==> config.mk <==
export PLATFORM = sky130hd
export DESIGN_NAME = imu_data_packet_parser_top
export DESIGN_NICKNAME = d
export VERILOG_FILES = /design/src/imu_pkt_pkg.sv /design/src/imu_data_packet_parser_top.sv /design/src/imu_pkt_front.sv /design/src/imu_pkt_fifo.sv /design/src/imu_pkt_back.sv
export SDC_FILE = /design/constraint.sdc
export NUM_CORES = 1
export LEC_CHECK = 0
export BUFFER_PORTS_ARGS = -buffer_cell sky130_fd_sc_hd__buf_2
export CAP_MARGIN = 25
export CORE_MARGIN = 10
export CORE_UTILIZATION = 55
export DETAILED_ROUTE_END_ITERATION = 12
export PLACE_DENSITY = 0.8
export SLEW_MARGIN = 20
export SYNTH_ARGS = -nofsm -noshare
export SYNTH_HDL_FRONTEND = slang
export SYNTH_SLANG_ARGS = --single-unit
export TNS_END_PERCENT = 50
==> constraint.sdc <==
create_clock -name clock -period 4.6 [get_ports clock]
set_input_delay 0.46 -clock clock [delete_from_list [all_inputs] [get_ports clock]]
set_output_delay 0.46 -clock clock [all_outputs]
set_load 0.005 [all_outputs]
==> src/imu_pkt_pkg.sv <==
// ----------------------------------------------------------------------------
// IMU packet parser package
// Shared types, status codes, identifier table and record layout functions.
// ----------------------------------------------------------------------------
package imu_pkt_pkg;

   localparam int KNOWN_IDS    = 19;
   localparam int TABLE_SIZE   = 19;
   localparam int TABLE_SEARCH = (TABLE_SIZE < KNOWN_IDS) ? TABLE_SIZE : KNOWN_IDS;

   localparam int QDEPTH  = 4;
   localparam int QPTR_W  = $clog2(QDEPTH);
   localparam int QCNT_W  = $clog2(QDEPTH + 1);

   localparam logic [1:0] ST_VALUE   = 2'd0;
   localparam logic [1:0] ST_UNKNOWN = 2'd1;
   localparam logic [1:0] ST_TRUNC   = 2'd2;

   localparam logic [2:0] K_REAL    = 3'd0;
   localparam logic [2:0] K_INT     = 3'd1;
   localparam logic [2:0] K_COUNTER = 3'd2;
   localparam logic [2:0] K_TIME    = 3'd3;
   localparam logic [2:0] K_STATUS  = 3'd4;

   localparam logic [15:0] ID_TABLE [KNOWN_IDS] = '{
      16'h0810, 16'h1010, 16'h1020, 16'h1060, 16'h1070, 16'h2010, 16'h2020,
      16'h2030, 16'h3010, 16'h4010, 16'h4020, 16'h4030, 16'h4040, 16'h8020,
      16'h8030, 16'h8040, 16'hE010, 16'hE020, 16'hC020
   };

   typedef struct packed {
      logic [1:0]  status;
      logic [4:0]  record;
      logic [5:0]  vidx;
      logic [31:0] payload;
      logic        done;
   } q_entry_type;

   typedef struct packed {
      logic       hit;
      logic [4:0] index;
   } lookup_type;

   function automatic lookup_type lookup_id(input logic [15:0] id);
      lookup_type res;
      res = '0;
      for (int i = TABLE_SEARCH - 1; i >= 0; i--) begin
         if (ID_TABLE[i] == id) begin
            res.hit   = 1'b1;
            res.index = 5'(i);
         end
      end
      return res;
   endfunction

   function automatic logic [2:0] kind_of(input logic [4:0] rec);
      logic [2:0] k;
      case (rec)
         5'd1:    k = K_TIME;
         5'd2:    k = K_COUNTER;
         5'd3:    k = K_INT;
         5'd4:    k = K_INT;
         5'd8:    k = K_INT;
         5'd16:   k = K_STATUS;
         5'd17:   k = K_INT;
         default: k = K_REAL;
      endcase
      return k;
   endfunction

   function automatic logic [2:0] value_size(input logic [2:0] kind, input logic [6:0] n);
      logic [2:0] s;
      case (kind)
         K_REAL, K_INT: s = (n < 7'd63) ? 3'd4 : 3'd0;
         K_COUNTER:     s = (n < 7'd1) ? 3'd2 : 3'd0;
         K_STATUS:      s = (n < 7'd1) ? 3'd1 : 3'd0;
         K_TIME: begin
            if (n == 7'd0) s = 3'd4;
            else if (n == 7'd1) s = 3'd2;
            else if (n < 7'd7) s = 3'd1;
            else s = 3'd0;
         end
         default:       s = 3'd0;
      endcase
      return s;
   endfunction

   function automatic logic value_fits(input logic [2:0] kind, input logic [6:0] n,
                                       input logic [7:0] left);
      logic [2:0] s;
      s = value_size(kind, n);
      return (s != 3'd0) && (left >= {5'd0, s});
   endfunction

endpackage

==> src/imu_data_packet_parser_top.sv <==
// ----------------------------------------------------------------------------
// IMU data packet parser
// Parses a sensor data message byte by byte and returns one result per
// completed value, unknown identifier or truncated record.
//
// The request channel takes one message byte per cycle with a flag that
// marks the final checksum byte. The csr channel writes the header skip
// count; it is always ready and should be written only while the parser is
// idle. The response channel returns one result at a time.
// A request is accepted every cycle while the four-entry result queue has
// room; its result passes through the queue into the response register.
// The parser state register loop sets the one byte per cycle rate. When
// the receiver stalls, the response register holds its result and the
// queue fills; once it is full, requests are held off.
// Reset returns the parser to the header phase, sets the header skip count
// to four and empties the queue.
// ----------------------------------------------------------------------------
module imu_data_packet_parser_top (
   input  logic        clock,
   input  logic        reset,
   input  logic        req_valid,
   output logic        req_ready,
   input  logic [7:0]  req_data_byte,
   input  logic        req_last_byte,
   input  logic        csr_valid,
   output logic        csr_ready,
   input  logic [7:0]  csr_data,
   output logic        rsp_valid,
   input  logic        rsp_ready,
   output logic [1:0]  rsp_status,
   output logic [4:0]  rsp_record_index,
   output logic [5:0]  rsp_value_index,
   output logic [31:0] rsp_value_word,
   output logic        rsp_value_is_real,
   output logic        rsp_record_done,
   output logic [15:0] rsp_unknown_id
);

   logic                      queue_full;
   logic                      push_valid;
   imu_pkt_pkg::q_entry_type  push_entry;
   logic                      pop;
   logic                      head_valid;
   imu_pkt_pkg::q_entry_type  head_entry;

   imu_pkt_front u_front (
      .clock         (clock),
      .reset         (reset),
      .req_valid     (req_valid),
      .req_ready     (req_ready),
      .req_data_byte (req_data_byte),
      .req_last_byte (req_last_byte),
      .csr_valid     (csr_valid),
      .csr_ready     (csr_ready),
      .csr_data      (csr_data),
      .queue_full    (queue_full),
      .push_valid    (push_valid),
      .push_entry    (push_entry)
   );

   imu_pkt_fifo u_fifo (
      .clock      (clock),
      .reset      (reset),
      .push_valid (push_valid),
      .push_entry (push_entry),
      .full       (queue_full),
      .pop        (pop),
      .head_valid (head_valid),
      .head_entry (head_entry)
   );

   imu_pkt_back u_back (
      .clock             (clock),
      .reset             (reset),
      .head_valid        (head_valid),
      .head_entry        (head_entry),
      .pop               (pop),
      .rsp_valid         (rsp_valid),
      .rsp_ready         (rsp_ready),
      .rsp_status        (rsp_status),
      .rsp_record_index  (rsp_record_index),
      .rsp_value_index   (rsp_value_index),
      .rsp_value_word    (rsp_value_word),
      .rsp_value_is_real (rsp_value_is_real),
      .rsp_record_done   (rsp_record_done),
      .rsp_unknown_id    (rsp_unknown_id)
   );

endmodule

==> src/imu_pkt_front.sv <==
// ----------------------------------------------------------------------------
// IMU packet parser front end
// Accepts message bytes, tracks the record structure and queues one result
// entry for every completed value, unknown identifier or truncated record.
// ----------------------------------------------------------------------------
module imu_pkt_front (
   input  logic                      clock,
   input  logic                      reset,
   input  logic                      req_valid,
   output logic                      req_ready,
   input  logic [7:0]                req_data_byte,
   input  logic                      req_last_byte,
   input  logic                      csr_valid,
   output logic                      csr_ready,
   input  logic [7:0]                csr_data,
   input  logic                      queue_full,
   output logic                      push_valid,
   output imu_pkt_pkg::q_entry_type  push_entry
);

   typedef enum logic [6:0] {
      PH_HEADER  = 7'b0000001,
      PH_ID_HI   = 7'b0000010,
      PH_ID_LO   = 7'b0000100,
      PH_LEN     = 7'b0001000,
      PH_BODY    = 7'b0010000,
      PH_EXCESS  = 7'b0100000,
      PH_UNKNOWN = 7'b1000000
   } phase_type;

   phase_type   phase_ff, phase_in;
   logic [7:0]  skip_ff, skip_in;
   logic [7:0]  hcount_ff, hcount_in;
   logic [7:0]  id_high_ff, id_high_in;
   logic [4:0]  record_ff, record_in;
   logic [7:0]  left_ff, left_in;
   logic [31:0] shift_ff, shift_in;
   logic [2:0]  biv_ff, biv_in;
   logic [5:0]  vcount_ff, vcount_in;

   logic                     accept;
   logic [2:0]               kind;
   logic [7:0]               left_dec;
   logic [2:0]               biv_inc;
   logic [31:0]              shift_next;
   logic                     more;
   imu_pkt_pkg::lookup_type  hit;

   assign req_ready  = !queue_full;
   assign csr_ready  = 1'b1;
   assign accept     = req_valid && req_ready;
   assign kind       = imu_pkt_pkg::kind_of(record_ff);
   assign left_dec   = left_ff - 8'd1;
   assign biv_inc    = biv_ff + 3'd1;
   assign shift_next = {shift_ff[23:0], req_data_byte};
   assign more       = imu_pkt_pkg::value_fits(kind, {1'b0, vcount_ff} + 7'd1, left_dec);
   assign hit        = imu_pkt_pkg::lookup_id({id_high_ff, req_data_byte});

   always_comb begin
      phase_in   = phase_ff;
      skip_in    = (csr_valid && csr_ready) ? csr_data : skip_ff;
      hcount_in  = hcount_ff;
      id_high_in = id_high_ff;
      record_in  = record_ff;
      left_in    = left_ff;
      shift_in   = shift_ff;
      biv_in     = biv_ff;
      vcount_in  = vcount_ff;
      push_valid = 1'b0;
      push_entry = '0;
      if (accept) begin
         if (req_last_byte) begin
            if (phase_ff == PH_ID_LO) begin
               push_valid        = 1'b1;
               push_entry.status = imu_pkt_pkg::ST_TRUNC;
            end else if (phase_ff == PH_LEN ||
                         ((phase_ff == PH_BODY || phase_ff == PH_EXCESS) && left_ff != 8'd0)) begin
               push_valid        = 1'b1;
               push_entry.status = imu_pkt_pkg::ST_TRUNC;
               push_entry.record = record_ff;
               push_entry.vidx   = vcount_ff;
            end
            phase_in   = PH_HEADER;
            hcount_in  = '0;
            id_high_in = '0;
            record_in  = '0;
            left_in    = '0;
            shift_in   = '0;
            biv_in     = '0;
            vcount_in  = '0;
         end else begin
            case (phase_ff)
               PH_HEADER: begin
                  if (hcount_ff < skip_ff) begin
                     hcount_in = hcount_ff + 8'd1;
                  end else begin
                     id_high_in = req_data_byte;
                     phase_in   = PH_ID_LO;
                  end
               end
               PH_ID_HI: begin
                  id_high_in = req_data_byte;
                  phase_in   = PH_ID_LO;
               end
               PH_ID_LO: begin
                  if (hit.hit) begin
                     record_in = hit.index;
                     phase_in  = PH_LEN;
                  end else begin
                     push_valid         = 1'b1;
                     push_entry.status  = imu_pkt_pkg::ST_UNKNOWN;
                     push_entry.payload = {16'd0, id_high_ff, req_data_byte};
                     phase_in           = PH_UNKNOWN;
                  end
               end
               PH_LEN: begin
                  left_in   = req_data_byte;
                  shift_in  = '0;
                  biv_in    = '0;
                  vcount_in = '0;
                  if (req_data_byte == 8'd0) begin
                     phase_in = PH_ID_HI;
                  end else if (imu_pkt_pkg::value_fits(kind, 7'd0, req_data_byte)) begin
                     phase_in = PH_BODY;
                  end else begin
                     phase_in = PH_EXCESS;
                  end
               end
               PH_BODY: begin
                  left_in  = left_dec;
                  shift_in = shift_next;
                  biv_in   = biv_inc;
                  if (biv_inc >= imu_pkt_pkg::value_size(kind, {1'b0, vcount_ff})) begin
                     push_valid         = 1'b1;
                     push_entry.status  = imu_pkt_pkg::ST_VALUE;
                     push_entry.record  = record_ff;
                     push_entry.vidx    = vcount_ff;
                     push_entry.payload = shift_next;
                     push_entry.done    = !more;
                     vcount_in          = vcount_ff + 6'd1;
                     shift_in           = '0;
                     biv_in             = '0;
                     if (left_dec == 8'd0) begin
                        phase_in = PH_ID_HI;
                     end else if (!more) begin
                        phase_in = PH_EXCESS;
                     end
                  end
               end
               PH_EXCESS: begin
                  if (left_ff != 8'd0) begin
                     left_in = left_dec;
                  end
                  if (left_ff <= 8'd1) begin
                     phase_in = PH_ID_HI;
                  end
               end
               PH_UNKNOWN: begin
                  phase_in = PH_UNKNOWN;
               end
               default: begin
                  phase_in = PH_HEADER;
               end
            endcase
         end
      end
   end

   always_ff @(posedge clock) begin
      if (reset) begin
         phase_ff   <= PH_HEADER;
         skip_ff    <= 8'd4;
         hcount_ff  <= '0;
         id_high_ff <= '0;
         record_ff  <= '0;
         left_ff    <= '0;
         shift_ff   <= '0;
         biv_ff     <= '0;
         vcount_ff  <= '0;
      end else begin
         phase_ff   <= phase_in;
         skip_ff    <= skip_in;
         hcount_ff  <= hcount_in;
         id_high_ff <= id_high_in;
         record_ff  <= record_in;
         left_ff    <= left_in;
         shift_ff   <= shift_in;
         biv_ff     <= biv_in;
         vcount_ff  <= vcount_in;
      end
   end

endmodule

==> src/imu_pkt_fifo.sv <==
// ----------------------------------------------------------------------------
// IMU packet parser result queue
// Short first-in first-out queue between the front end and the back end.
// ----------------------------------------------------------------------------
module imu_pkt_fifo (
   input  logic                      clock,
   input  logic                      reset,
   input  logic                      push_valid,
   input  imu_pkt_pkg::q_entry_type  push_entry,
   output logic                      full,
   input  logic                      pop,
   output logic                      head_valid,
   output imu_pkt_pkg::q_entry_type  head_entry
);

   imu_pkt_pkg::q_entry_type               mem_ff [imu_pkt_pkg::QDEPTH];
   logic [imu_pkt_pkg::QPTR_W-1:0]         wr_ptr_ff, wr_ptr_in;
   logic [imu_pkt_pkg::QPTR_W-1:0]         rd_ptr_ff, rd_ptr_in;
   logic [imu_pkt_pkg::QCNT_W-1:0]         count_ff, count_in;
   logic                                   do_push;
   logic                                   do_pop;

   assign full       = (count_ff == imu_pkt_pkg::QCNT_W'(imu_pkt_pkg::QDEPTH));
   assign head_valid = (count_ff != '0);
   assign head_entry = mem_ff[rd_ptr_ff];
   assign do_push    = push_valid && !full;
   assign do_pop     = pop && head_valid;

   always_comb begin
      wr_ptr_in = do_push ? wr_ptr_ff + 1'b1 : wr_ptr_ff;
      rd_ptr_in = do_pop ? rd_ptr_ff + 1'b1 : rd_ptr_ff;
      count_in  = count_ff;
      if (do_push && !do_pop) begin
         count_in = count_ff + 1'b1;
      end else if (do_pop && !do_push) begin
         count_in = count_ff - 1'b1;
      end
   end

   always_ff @(posedge clock) begin
      if (do_push) begin
         mem_ff[wr_ptr_ff] <= push_entry;
      end
   end

   always_ff @(posedge clock) begin
      if (reset) begin
         wr_ptr_ff <= '0;
         rd_ptr_ff <= '0;
         count_ff  <= '0;
      end else begin
         wr_ptr_ff <= wr_ptr_in;
         rd_ptr_ff <= rd_ptr_in;
         count_ff  <= count_in;
      end
   end

endmodule

==> src/imu_pkt_back.sv <==
// ----------------------------------------------------------------------------
// IMU packet parser back end
// Takes queued entries, expands them into result fields and holds them in
// the output register until the receiver takes them.
// ----------------------------------------------------------------------------
module imu_pkt_back (
   input  logic                      clock,
   input  logic                      reset,
   input  logic                      head_valid,
   input  imu_pkt_pkg::q_entry_type  head_entry,
   output logic                      pop,
   output logic                      rsp_valid,
   input  logic                      rsp_ready,
   output logic [1:0]                rsp_status,
   output logic [4:0]                rsp_record_index,
   output logic [5:0]                rsp_value_index,
   output logic [31:0]               rsp_value_word,
   output logic                      rsp_value_is_real,
   output logic                      rsp_record_done,
   output logic [15:0]               rsp_unknown_id
);

   logic        valid_ff, valid_in;
   logic [1:0]  status_ff;
   logic [4:0]  record_ff;
   logic [5:0]  vidx_ff;
   logic [31:0] word_ff;
   logic        real_ff;
   logic        done_ff;
   logic [15:0] uid_ff;
   logic        is_value;

   assign pop      = head_valid && (!valid_ff || rsp_ready);
   assign valid_in = pop || (valid_ff && !rsp_ready);
   assign is_value = (head_entry.status == imu_pkt_pkg::ST_VALUE);

   always_ff @(posedge clock) begin
      if (reset) begin
         valid_ff <= 1'b0;
      end else begin
         valid_ff <= valid_in;
      end
   end

   always_ff @(posedge clock) begin
      if (pop) begin
         status_ff <= head_entry.status;
         record_ff <= head_entry.record;
         vidx_ff   <= head_entry.vidx;
         word_ff   <= is_value ? head_entry.payload : 32'd0;
         real_ff   <= is_value &&
                      (imu_pkt_pkg::kind_of(head_entry.record) == imu_pkt_pkg::K_REAL);
         done_ff   <= is_value && head_entry.done;
         uid_ff    <= (head_entry.status == imu_pkt_pkg::ST_UNKNOWN) ?
                      head_entry.payload[15:0] : 16'd0;
      end
   end

   assign rsp_valid         = valid_ff;
   assign rsp_status        = status_ff;
   assign rsp_record_index  = record_ff;
   assign rsp_value_index   = vidx_ff;
   assign rsp_value_word    = word_ff;
   assign rsp_value_is_real = real_ff;
   assign rsp_record_done   = done_ff;
   assign rsp_unknown_id    = uid_ff;

endmodule

==> results.md <==
* Status: complete, no violations
* Synth unique cells at 84
* Setup violations, final at 0
* Clk_skew at 0.0163 ns
* Final Cell Area at 16500 um^2
* Latest clock arrival within the worst-skew pair at 0.51 ns
* Lkg Pwr at 5.67 nW
* Clock power frac at 35.6%
* Final Cycle Share at 89.8%
* Clock-pin slew on the worst setup and hold paths at 0.06 ns
* Drt via density at 5.95
* Full die area at 33400 um^2
* Worst Setup Start Kind: flip-flop
* Slew headroom at 28.7%
* P&R area growth vs syn at 13.4%
* I/O Buffers at 86
* Sequential share of power at 48.8%
* Fraction of power spent switching nets at 25.0%
* Post-synth ARST share at 0%
* Synth Instances at 1095
* Die width at 183 um
* Routability cong. at 0.876
* Dpl hpwl at 19600 um
* DR WL/cell at 20.0 um
* Combinational share of power at 15.6%
* Total number of vias at 9156
* Avg Synthesized Cell Area at 13.3 um^2
* EDFF count, synth at 247
* Total routing usage reported by global routing at 18.3%
* Kind of critical path: flip-flop to flip-flop
* Post-synthesis sequential area ratio at 63.0%
* Fillcell total at 1879
* Core area at 26100 um^2
* Maximum clock insertion buffer count at 3
* Largest net degree at the start of global routing at 66
* Post-CTS resize count at 0
* CTS Buf Count at 35
* Diodes inserted at 0
* Slew @ Worst Pin at 1.07 ns
* Critical path capture point type: flip-flop
* Crit path max fanout at 8
* Final Max Slew Viols at 0
* Initial Util at 55.8%
* Achievable clock frequency at 242 MHz
* PwrDens at 470 nW/um^2
* Htree depth at 2
* #FFs+latches synth at 334
* Num ports at 88
* Arrival time worst endpoint at 4.56 ns
* CTS tree: done
* VDD IR max at 0.358 mV
* Commonest non-fill, non-tap cells in the layout: edfxtp_1 (247), buf_2 (86), dfxtp_1 (85), nor2_1 (78), nand2_1 (73)
* Placed cell area at 15400 um^2
* Worst Hold Path Cells at 3
* Place WS at 0.463 ns
* Post-route minimum period at 4.13 ns
* CTS root buffer: clkbuf_16
* Switching power at 0.00194 W
* Total Wirelength at 30800 um
* Top cell by count, worst path: ha_1
* HP Start: csr_data[2]
* Worst EP required at 5.03 ns
* First-pass iteration count of the detailed router at 5
* DR iter-0 viols at 807
* Total gr overflow at 0
* Flop2flop setup slack at 0.47 ns
* R2r endpoint: u_fifo.count_ff[2]
* Share of cells above drive strength 1 at 20.4%
* Hold WC Path Type: input pin to flip-flop
* Nets at 1231
* Final Hold Fails at 0
* Die extent in y at 183 um
* Routed Antenna Nets at 0
* Syn_nets at 1148
* FP Rows at 59
* Worst path top cell family by delay: compound AO/OA/AOI/OAI gates
* Synthesized area at 14500 um^2
* Slowest CP cell: o21ai_0
* Antenna violations before repair at 0
* Slowest Stage Delay on Critical Path at 0.48 ns
* CTS Sinks at 334
* Buf/Inv on CP at 2
* Int Pwr at 0.00581 W
* # hold bufs at CTS at 0
* First-pass GRT wire length at 49500 um
* Reg2reg path depth at 18
* Max Cap Viol at 0
* Final worst slack at 0.470 ns
* Synth Warn # at 0
* Setup Buffers After CTS at 0
* Commonest non-fill, non-tap cell in the layout: edfxtp_1
* Reg-to-Reg Start: u_front.vcount_ff[0]
* Unrepaired setup endpoints after global routing: false
* Vias in the first global route at 9204
* WHS Endpoint: u_front.skip_ff[2]
* DRC Markers at 0
* Prevailing post-synth register cell: edfxtp_1
* Crit-path cells: ha_1, and3_2, nand3_1, o31a_1, a31oi_1, ha_1, nand2_1, o21ai_0, and2_1, a2bb2oi_1, o31a_4, inv_1, ha_1, inv_1, fa_1, xor2_1, or3_1, a21oi_1
## worst min-delay path, cell delays in order
cell,delay (ns)
buf_2,0.07
nand2_1,0.04
o211ai_1,0.07
## state kept, by name (all words and copies together) (netlist names), 6 cells and up, named ones only
name and cells:
u_fifo.mem_ff 184, u_front.hcount_ff 8, u_back.rsp_value_word 32, u_front.shift_ff 24, u_back.rsp_unknown_id 16, u_back.rsp_value_index 6, u_front.phase_ff 7, u_front.id_high_ff 8
u_front.vcount_ff 6, u_front.left_ff 8, u_front.skip_ff 8
## power by group through the flow
| stage | Clock [W] | Combinational [W] | Sequential (W) |
|---|---|---|---|
| 3_3_place_gp | 0 | 0.00121 | 0.00383 |
| 3_5_place_dp | 0 | 0.00124 | 0.00385 |
| 6_report | 0.00276 | 0.00121 | 0.00378 |
| 5_1_grt | 0.00292 | 0.00135 | 0.00381 |
| 2_1_floorplan | 0 | 0.000702 | 0.00387 |
| 4_1_cts | 0.00280 | 0.00125 | 0.00379 |
## layout make-up
class	instances	area, um^2	share of cell area [%]
sequential	334	9160	55.5
clock buffer	50	973	5.90
multi-input combinational	673	5060	30.7
clock inverter	14	156	0.948
tap	335	419	2.54
inverter	30	113	0.683
timing repair buffer	104	613	3.72
## worst max-delay path by stage
stage,startpoint,slack [ns],cells past startpoint,to
after floorplan,u_front.vcount_ff[0],-0.46,13,u_fifo.mem_ff[0][0]
after global placement,u_front.vcount_ff[0],0.57,18,u_fifo.count_ff[2]
after detailed placement,u_front.vcount_ff[0],0.46,18,u_fifo.count_ff[2]
after CTS,u_front.vcount_ff[0],0.45,18,u_fifo.count_ff[2]
after global routing,u_front.vcount_ff[0],0.16,18,u_fifo.count_ff[2]
final,u_front.vcount_ff[0],0.47,18,u_fifo.count_ff[2]
## metal layers
metal  track usage (%)  vias to the layer above  wire length, um
met5                 0                        -                0
met1              23.0                     4509            12500
li1                  -                     4265                -
met3              3.76                       55             2060
met4              5.92                        0              806
met2              31.1                      327            15400
## per-stage QoR
stage / total power [W] / cells / util [%] / TNS (ns) / hold slack, ns
final: 0.00775 / 1540 / 63.3 / 0 / 0.169
after global placement: 0.00504 / 1475 / 58.9 / 0 / 0.439
after CTS: 0.00784 / 1539 / 63.3 / 0 / 0.159
after detailed placement: 0.00509 / 1475 / 58.9 / 0 / 0.445
after global routing: 0.00808 / 1540 / 63.3 / 0 / 0.184
after floorplan: 0.00457 / 1095 / - / -84.83 / 0.427
## cells by family after synthesis
kind of cell | Yosys count | synth area share [%]
compound gates | 173 | 7.79
xor+xnor | 20 | 1.31
fa+ha+maj | 31 | 2.72
buf+inv | 88 | 2.53
flops | 334 | 63.0
mux | 58 | 7.96
other cells | 1 | 0.0258
simple gates | 390 | 14.7
## synthesized netlist by cell type (all sizes together), types with 14 or more instances
library cell	n	area, um^2
xor2	14	130
nor2	84	335
and2	72	450
clkbuf	33	124
nor3	19	116
mux4	46	1040
nand3	42	215
dfxtp	87	1740
o21ai	33	173
inv	30	113
and3	23	145
buf	25	131
nand2	73	274
ha	30	375
a21oi	73	373
edfxtp	247	7420
(Power assumes the default switching activity.)
